### src/hdl/hflr_ram.sv
module hflr_ram #(
  parameter int WIDTH = 8,
  parameter int DEPTH = 16
) (
  input  logic                     clk_i,
  input  logic                     we_i,
  input  logic [$clog2(DEPTH)-1:0] waddr_i,
  input  logic [WIDTH-1:0]         wdata_i,
  input  logic [$clog2(DEPTH)-1:0] raddr_i,
  output logic [WIDTH-1:0]         rdata_o
);

  logic [WIDTH-1:0] mem_q [DEPTH];

  always_ff @(posedge clk_i) begin
    if (we_i) begin
      mem_q[waddr_i] <= wdata_i;
    end
    rdata_o <= mem_q[raddr_i];
  end

endmodule

### config.mk
export PLATFORM = sky130hd
export DESIGN_NAME = hflr_ram
export DESIGN_NICKNAME = d
export VERILOG_FILES = /design/src/hdl/hflr_ram.sv
export SDC_FILE = /design/constraint.sdc
export NUM_CORES = 1
export LEC_CHECK = 0
export BUFFER_PORTS_ARGS = -buffer_cell sky130_fd_sc_hd__buf_2
export CAP_MARGIN = 15
export CELL_PAD_IN_SITES_DETAIL_PLACEMENT = 0
export CELL_PAD_IN_SITES_GLOBAL_PLACEMENT = 1
export CORE_UTILIZATION = 50
export CTS_BUF_LIST = sky130_fd_sc_hd__clkbuf_2
export DETAILED_ROUTE_END_ITERATION = 10
export PLACE_DENSITY_LB_ADDON = 0.1
export SKIP_CTS_REPAIR_TIMING = 1
export SYNTH_ARGS = -nofsm -noshare
export SYNTH_HDL_FRONTEND = slang
export SYNTH_SLANG_ARGS = --single-unit
### constraint.sdc
create_clock -name clk_i -period 3.7 [get_ports clk_i]
set_input_delay 0.185 -clock clk_i [delete_from_list [all_inputs] [get_ports clk_i]]
set_output_delay 0.185 -clock clk_i [all_outputs]
set_load 0.03 [all_outputs]
==> metrics.yaml, run 1 <==
routing:
  vias: 2397
  drtPass1Iterations: 4
  via_per_inst: 5.65
  wl_per_cell_um: 23.1
  wl_mm: 9.81
  drc: 0
  ant_nets: 0
  first_iter_violations: 137
min_path:
  whs_path_depth: 3
  worstHoldPathType: "in2reg"
status:
  status: "completed"
die:
  ioPinCount: 26
  rows: 36
  core-area_um2: 9860
  die_x_um: 103
  die_area_um2: 10700
  die_h_um: 103
  start_util_pct: 52.2
logic_synthesis:
  synth_seq_area_share_pct: 77.8
  syn_area_um2: 5150
  yosysTopAreaCell: "edfxtp_1"
  synth_warnings: 0
  yosys-top-cells-count: "128 x edfxtp_1, 18 x mux4_2, 16 x a22oi_1"
  avgSynthCellArea_um2: 22.5
  synth_top_area_share_pct: 74.7
  ys_top_cells_by_area: "edfxtp_1 75%, mux4_2 7.9%, mux4_1 7.1%, dfxtp_1 3.1%, a22oi_1 2.3%"
  syn-num-nets: 247
  ys_seq_elements: 136
  synth-edff-count: 128
  yosysMostFrequentCell: "edfxtp_1"
  ys.flop_type: "edfxtp_1"
  synthArstFlopShare_pct: 0
  synthCells: 229
  yosysUniqueCellTypes: 19
grt:
  grt.overflow.total: 0
  antenna_found_initial: 0
  grt_pass1_wl_mm: 14.5
  grt_usage_pct: 20.5
  grt_pass1_vias: 2318
  grt_max_degree: 33
setup_path:
  critical_path_arrival_ns: 1.85
  path_class: "in2reg"
  start_kind: "primary input"
  critPathMaxFanout: 8
  worst-r2r-cell-count: 3
  cp.required_ns: 3.98
  end_kind: "register"
place:
  place_area_um2: 5390
  placed_cells: 382
  io_buffers: 25
  dp.final_hpwl_mm: 6.03
  place_congestion: 0.706
timing:
  grt_setup_unrepaired: "no"
  worst_pin_slew_ns: 1.04
  finalSetupViolations: 0
  finalHoldViolations: 0
  tns_ns: 0
  max_slew_margin_pct: 30.7
  period_share_pct: 42.4
  slew_violations: 0
  skew_ns: 0.0240
  layout_min_cycle_time_ns: 1.57
  fmax_ghz: 0.638
job:
  maxCapViolations: 0
cts:
  cts-root-buf: "clkbuf_2"
  cts.sinks: 136
  htreeDepth: 4
  numCtsBuffers: 17
  clock_latency_ns: 0.65
  cts_tree: "yes"
  clk_path_buf_depth: 2
  cts.reportedPaths.clkPinSlew_ns: 0.19
final_layout:
  fin_cells: 424
  finish.instance_area_um2: 5770
  nFillCells: 736
  drive_gt1_share_pct: 27.5
  num_antenna_cells: 0
  area_growth_pct: 12.0
  nets: 296
power:
  power-per-cell-area_nw_per_um2: 500
  vdd_drop_max_uv: 202
  power.total_mw: 2.88
  p_leak_nw: 1.93
==> state kept, by name (all words and copies together), names as in the netlist <==
signal,flops
mem_q,128
rdata_o,8
==> path summary, 6_finish.rpt <==
check	startpoint	end	slack [ns]
setup / recovery	waddr_i[1]	mem_q[13][1]$_DFFE_PP_	2.13
hold / removal	waddr_i[0]	mem_q[0][3]$_DFFE_PP_	0.08
setup reg to reg	mem_q[9][4]$_DFFE_PP_	rdata_o[4]$_DFF_P_	2.26
hold reg to reg	mem_q[11][3]$_DFFE_PP_	rdata_o[3]$_DFF_P_	0.69
==> cells in the final DEF (no fill, tap or decap), drive strengths merged <==
cell         Yosys  routed
dlygate4sd3      0      10
buf              7      30
nor2            13      13
nand3b           2       2
nand3            1       1
nor2b            1       1
clkinvlp         0       2
and2             1       1
nand2b           2       2
inv              0       1
nand2            9       9
mux4            32      32
clkbuf           0      20
a22oi           16      16
nor3             4       4
clkinv           0       5
and2b            1       1
edfxtp         128     128
bufinv           0       4
dfxtp            8       8
or3b             1       1
==> logic make-up (layout without fill, tap and decap cells) <==
| family | count (synthesis) | count (layout) | share of synthesized area (%) |
|---|---|---|---|
| muxes | 32 | 32 | 15.0 |
| AOI/OAI and AO/OA | 16 | 16 | 2.33 |
| buffers and inverters | 10 | 72 | 1.68 |
| and+or+nand+nor | 35 | 35 | 3.18 |
| DFF | 136 | 136 | 77.8 |
==> metal layers <==
layer	vias to the layer above	share of wire, %	global-route usage, %
li1	1073	-	-
met1	1240	49	31.0
met2	76	46	29.3
met3	8	4.6	4.97
met4	0	0.68	7.69
met5	-	0	0
==> final cells by class <==
class | count | area [um2] | area share (%)
clock buffers | 20 | 100 | 1.74
clock inverters | 12 | 175 | 3.04
multi-input cells | 83 | 1060 | 18.3
flip-flops and latches | 136 | 4000 | 69.4
well taps | 133 | 166 | 2.89
repair buffers | 40 | 263 | 4.56
==> where the power goes <==
part | internal [mW] | total [mW] | switching, mW
clock | 0.452 | 0.976 | 0.524
sequential | 1.72 | 1.73 | 0.0110
combinational | 0.0692 | 0.177 | 0.107
total | 2.24 | 2.88 | 0.643
==> worst max-delay path: stages <==
cell           delay (ns)
dlygate4sd3_1        0.53
buf_2                0.16
nand2b_1             0.21
nor2_1               0.76
==> stage by stage <==
step	hold slack (ns)	worst slack, ns	utilization (%)
2_1_floorplan	0.284	2.02	-
3_3_place_gp	0.571	1.41	54.6
3_5_place_dp	0.580	1.60	54.6
4_1_cts	-0.172	2.16	57.4
5_1_grt	0.0256	2.07	58.4
6_report	0.0841	2.13	58.4
(Power assumes the default switching activity.)
==> run 2, diff against run 1 <==
ABC_AREA = 1   (was default)
clock period = 1.6 ns   (was 3.7 ns; I/O delays follow)
==> run 2 against run 1 <==
Cell count up 80%. Wire length up 33%. Largest power group unchanged. Critical path type is now reg2reg. Critical path depth up 3. Power up 120%.
==> metrics.yaml, run 2 <==
status:
  status: "completed"
final_layout:
  reg_top3: "mem_q (128), rdata_o (8)"
  area.sequential_um2: 4000  # unchanged
  final_common_cell: "nand2_1"
  nFillCells: 951  # +29%
  num_antenna_cells: 0  # unchanged
  drive_gt1_share_pct: 12.5  # -15 points
  largest_reg_flops: 128  # unchanged
  top_register: "mem_q"
  area_growth_pct: 12.1  # about the same
  nets: 627  # +110%
  multi_input_area_um2: 1210  # +15%
  final_cell_mix: "173 x nand2_1, 128 x edfxtp_1, 100 x inv_1, 97 x nand3_1, 25 x buf_2"
timing:
  layout_min_cycle_time_ns: 1.55
  max_slew_margin_pct: 71.3  # +41 points
  slew_violations: 0  # unchanged
  grt_setup_unrepaired: "no"
  worst_pin_slew_ns: 0.431  # -0.605 ns
  period_share_pct: 97.0
  finalHoldViolations: 0  # unchanged
  finalSetupViolations: 0  # unchanged
  skew_ns: 0.0280  # +0.00404 ns
  holdWs_ns: 0.0585  # -0.0256 ns
  tns_ns: 0  # unchanged
  fmax_ghz: 0.644
setup_path:
  critical_path_arrival_ns: 2.11  # +0.26 ns
  r2r_slack_ns: 0.05  # -2.21 ns
  startpoint: "mem_q[9][2]$_DFFE_PP_"
  cpMostUsedCell: "nand3_1"
  path_delay_family: "buffers and inverters"
  cp_slowest_cell: "dlygate4sd3_1"
  end_kind: "register"
  max_stage_delay_ns: 0.56  # -0.20 ns
  cp.depth: 7  # +3
  cp_cell_sequence: "inv_1, nand2_1, nand3_1, nand3_1, nand3_1, dlygate4sd3_1, nand2_1"
  cp.required_ns: 2.15  # -1.83 ns
  timing.rr.end: "rdata_o[2]$_DFF_P_"
  crit_end: "rdata_o[2]$_DFF_P_"
  start_kind: "register"
  path_class: "reg2reg"
  timing.rr.start: "mem_q[9][2]$_DFFE_PP_"
  path_buf_inv: 2  # unchanged
  critPathMaxFanout: 1  # -7
  worst-r2r-cell-count: 7  # +4
place:
  place_congestion: 0.836  # +18%
  dp.final_hpwl_mm: 8.00  # +33%
  io_buffers: 25  # unchanged
grt:
  grt_max_degree: 65  # +97%
  grt_pass1_wl_mm: 20.1  # +39%
  grt.overflow.total: 0  # unchanged
  grt_pass1_vias: 3606  # +56%
  antenna_found_initial: 0  # unchanged
  grt_usage_pct: 24.2  # +3.7 points
routing:
  drtPass1Iterations: 4  # unchanged
  via_per_inst: 4.98  # -12%
  wl_mm: 13.0  # +33%
  vias: 3797  # +58%
  wl_per_cell_um: 17.1  # -26%
  drc: 0  # unchanged
  first_iter_violations: 235  # +72%
  ant_nets: 0  # unchanged
logic_synthesis:
  synth_top_area_share_pct: 66.7  # -8.0 points
  yosysMostFrequentCell: "nand2_1"
  synth-edff-count: 128  # unchanged
  yosysUniqueCellTypes: 12  # -7
  synthCells: 551  # +140%
  ys_seq_elements: 136  # unchanged
  syn-num-nets: 569  # +130%
  ys.flop_type: "edfxtp_1"
  syn_area_um2: 5770  # +12%
  avgSynthCellArea_um2: 10.5  # -53%
  yosys-top-cells-count: "173 x nand2_1, 128 x edfxtp_1, 100 x inv_1"
  yosysTopAreaCell: "edfxtp_1"
  synth_warnings: 0  # unchanged
  ys_top_cells_by_area: "edfxtp_1 67%, nand2_1 11%, nand3_1 8.4%, inv_1 6.5%, dfxtp_1 2.8%"
  synth_seq_area_share_pct: 69.4  # -8.4 points
  synthArstFlopShare_pct: 0  # unchanged
power:
  vdd_drop_max_uv: 455  # +130%
  p_leak_nw: 2.83  # +47%
  power-per-cell-area_nw_per_um2: 971  # +94%
cts:
  cts.sinks: 136  # unchanged
  clock_latency_ns: 0.66  # about the same
  cts_tree: "yes"
  clk_path_buf_depth: 2  # unchanged
  htreeDepth: 4  # unchanged
  cts-root-buf: "clkbuf_2"
  cts.reportedPaths.clkPinSlew_ns: 0.19  # about the same
  numCtsBuffers: 17  # unchanged
die:
  die_area_um2: 12000  # +12%
  rows: 38  # +5.6%
  die_h_um: 109  # +5.7%
  ioPinCount: 26  # unchanged
  start_util_pct: 52.3  # +0.098 points
  core-area_um2: 11000  # +12%
  die_x_um: 109  # +5.7%
min_path:
  worstHoldPathType: "in2reg"
job:
  maxCapViolations: 0  # unchanged
## run 2: worst min path at each step
stage | from | to | slack [ns] | cells past startpoint
finish | we_i | mem_q[11][4]$_DFFE_PP_ | 0.06 | 4
global route | we_i | mem_q[10][7]$_DFFE_PP_ | 0.01 | 4
CTS | raddr_i[3] | rdata_o[2]$_DFF_P_ | -0.28 | 3
detailed placement | raddr_i[3] | rdata_o[2]$_DFF_P_ | 0.44 | 3
global placement | raddr_i[3] | rdata_o[2]$_DFF_P_ | 0.43 | 3
floorplan | wdata_i[0] | mem_q[0][0]$_DFFE_PP_ | 0.18 | 0
## run 2: kinds of logic after synthesis
family,synth area share [%]
and+or+nand+nor,21.0
buffers and inverters,9.52
DFF,69.4
## run 2: tightest hold or removal path: stages
cell and delay [ns]:
buf_2 0.12, nand3b_1 0.14, nor2_1 0.06, buf_4 0.17
## run 2: area by class of cell
cell class              instances  share of cell area, %
inverters                     102                   5.92
clock buffers                  21                   1.63
clock inverters                11                   1.32
multi-input cells             289                   18.8
well taps                     140                   2.71
repair buffers                 63                   7.70
flip-flops and latches        136                   61.9
## run 2: through the flow
step	setup slack [ns]	std cells	power (mW)	util, %	area (um2)
2_1_floorplan	0.569	551	4.40	-	5770
3_3_place_gp	0.362	715	4.63	55.5	6120
3_5_place_dp	0.336	715	4.63	55.5	6120
4_1_cts	0.213	747	6.30	57.2	6310
5_1_grt	0.00336	762	6.55	58.6	6460
6_report	0.0484	762	6.27	58.6	6460
## run 2: power by group
group | leakage [nW] | switching [mW] | internal [mW]
clock | 0.116 | 1.15 | 0.555
combinational | 1.49 | 0.389 | 0.179
sequential | 1.22 | 0.0277 | 3.98
total | 2.83 | 1.56 | 4.71
## run 2: routing by layer
metal / track usage, % / routed length [um] / up-vias
li1: - / - / 1886
met5: 0 / 0 / -
met1: 32.6 / 5810 / 1794
met3: 5.39 / 570 / 17
met4: 9.24 / 274 / 0
met2: 38.5 / 6380 / 100
==> run 3, diff against run 2 <==
BUFFER_PORTS_ARGS = -buffer_cell sky130_fd_sc_hd__clkbuf_2   (was -buffer_cell sky130_fd_sc_hd__buf_2)
RECOVER_POWER = 50   (was default)
SKIP_LAST_GASP = 1   (was default)
==> run 3 against run 2 <==
Clock power is 11% lower. Non-clock buffer count is 2 higher. Global-route usage is 0.66 points lower. Wire length is 2.2% lower. Utilization is 0.36 points lower. Cell count is 0.39% higher. Clock-buffer cell count is 3 lower. Sequential share of layout area is 0.39 points higher. First-iteration DRC count is 20% higher. Cell area is 0.62% lower. Maximum frequency is 5.4% higher. Hold slack better by 0.019 ns. Largest power group unchanged. Highest routed layer unchanged.
==> metrics.yaml, run 3 (synthesis results as in run 2) <==
routing:
  ant_nets: 0  # unchanged
  drtPass1Iterations: 5  # +1
  wl_mm: 12.7  # -2.2%
  first_iter_violations: 283  # +20%
  via_per_inst: 5.07  # +1.7%
  wl_per_cell_um: 16.7  # -2.6%
  drc: 0  # unchanged
  vias: 3878  # +2.1%
min_path:
  worstHoldPathType: "in2reg"
timing:
  skew_ns: 0.0214  # -0.00667 ns
  slew_violations: 0  # unchanged
  grt_setup_unrepaired: "no"
  period_share_pct: 92.0  # -5.0 points
  fmax_ghz: 0.679  # +5.4%
  finalSetupViolations: 0  # unchanged
  tns_ns: 0  # unchanged
  worst_pin_slew_ns: 0.897  # +0.466 ns
  max_slew_margin_pct: 40.2  # -31 points
  layout_min_cycle_time_ns: 1.47  # -0.0797 ns
  finalHoldViolations: 0  # unchanged
cts:
  htreeDepth: 4  # unchanged
  cts_tree: "yes"
  cts.reportedPaths.clkPinSlew_ns: 0.18  # about the same
  clk_path_buf_depth: 2  # unchanged
  clock_latency_ns: 0.67  # about the same
  cts.sinks: 136  # unchanged
  cts-root-buf: "clkbuf_2"
  numCtsBuffers: 17  # unchanged
final_layout:
  final_cell_mix: "173 x nand2_1, 128 x edfxtp_1, 100 x inv_1, 97 x nand3_1, 34 x clkbuf_2"
  area_growth_pct: 11.4
  top_register: "mem_q"
  drive_gt1_share_pct: 10.4  # -2.1 points
  nets: 629  # +0.32%
  fin_cells: 765  # +0.39%
  reg_top3: "mem_q (128), rdata_o (8)"
  largest_reg_flops: 128  # unchanged
  final_common_cell: "nand2_1"
grt:
  grt_pass1_vias: 3571  # -0.97%
  grt.overflow.total: 0  # unchanged
  grt_pass1_wl_mm: 19.4  # -3.5%
  grt_usage_pct: 23.6  # -0.66 points
  antenna_found_initial: 1  # +1
  grt_max_degree: 65  # unchanged
job:
  maxCapViolations: 0  # unchanged
power:
  power-per-cell-area_nw_per_um2: 945  # -2.6%
  p_leak_nw: 2.80  # -1.2%
  vdd_drop_max_uv: 541  # +19%
setup_path:
  start_kind: "register"
  critPathMaxFanout: 1  # unchanged
  end_kind: "register"
  cp.required_ns: 2.20  # +0.05 ns
  critical_path_arrival_ns: 2.07  # -0.04 ns
  path_class: "reg2reg"
status:
  status: "completed"
die:
  die_area_um2: 12000  # unchanged
  ioPinCount: 26  # unchanged
  die_x_um: 109  # unchanged
  start_util_pct: 52.3  # unchanged
  die_h_um: 109  # unchanged
  core-area_um2: 11000  # unchanged
  rows: 38  # unchanged
place:
  dp.final_hpwl_mm: 7.62  # -4.7%
  placed_cells: 714  # -0.14%
  io_buffers: 25  # unchanged
  place_congestion: 0.766  # -8.5%
-- run 3: cell types whose count changed in the layout (fill, tap and decap cells not counted), sizes merged --
cell / before / now
clkbuf: 21 / 45
buf: 48 / 20
diode: 0 / 1
clkinvlp: 4 / 1
bufinv: 1 / 0
clkinv: 6 / 13
dlygate4sd3: 15 / 18
-- run 3: layout make-up --
cell class,count,area (um2)
diodes,1,2.50
inverters,102,383
flip-flops and latches,136,4000
well taps,140,175
clock buffers,18,90.1
repair buffers,65,489
fillers,989,4610
multi-input cells,289,1210
clock inverters,14,66.3
-- run 3: stage by stage --
step	area, um2	worst slack [ns]	util, %	hold slack (ns)	power (mW)
2_1_floorplan	5770	0.569	-	0.179	4.40
3_3_place_gp	6100	0.400	55.3	0.482	4.61
3_5_place_dp	6100	0.372	55.3	0.481	4.62
4_1_cts	6260	0.188	56.7	-0.295	6.10
5_1_grt	6420	0.0250	58.2	0.0168	6.34
6_report	6420	0.128	58.2	0.0779	6.07
-- run 3: final timing paths --
kind                                              from                endpoint  slack [ns]  cells after the start
worst max-delay path             mem_q[9][7]$_DFFE_PP_      rdata_o[7]$_DFF_P_        0.13                      7
worst min-delay path                        waddr_i[1]  mem_q[14][2]$_DFFE_PP_        0.08                      4
worst max register to register   mem_q[9][7]$_DFFE_PP_      rdata_o[7]$_DFF_P_        0.13                      7
worst min register to register  mem_q[14][0]$_DFFE_PP_      rdata_o[0]$_DFF_P_        0.68                      6
-- run 3: layer usage --
metal  up-vias  GRT usage, %  part of all wire (%)
li1       1895             -                     -
met1      1848          32.3                    45
met2       121          37.0                    48
met3        14          5.28                   5.6
met4         0          8.86                   1.4
met5         -             0                     0
-- run 3: power breakdown --
group | switching [mW] | leakage, nW | total (mW) | internal, mW
clock network | 1.15 | 0.114 | 1.51 | 0.359
registers | 0.0217 | 1.22 | 4.00 | 3.98
logic | 0.389 | 1.46 | 0.564 | 0.175
total | 1.56 | 2.80 | 6.07 | 4.51
-- run 3: worst max-delay path, stage by stage, from the launching register on --
cell and delay, ns:
edfxtp_1 0.40, inv_1 0.06, nand2_1 0.04, nand3_1 0.11, nand3_1 0.12, nand3_1 0.08
dlygate4sd3_1 0.55, nand2_1 0.04
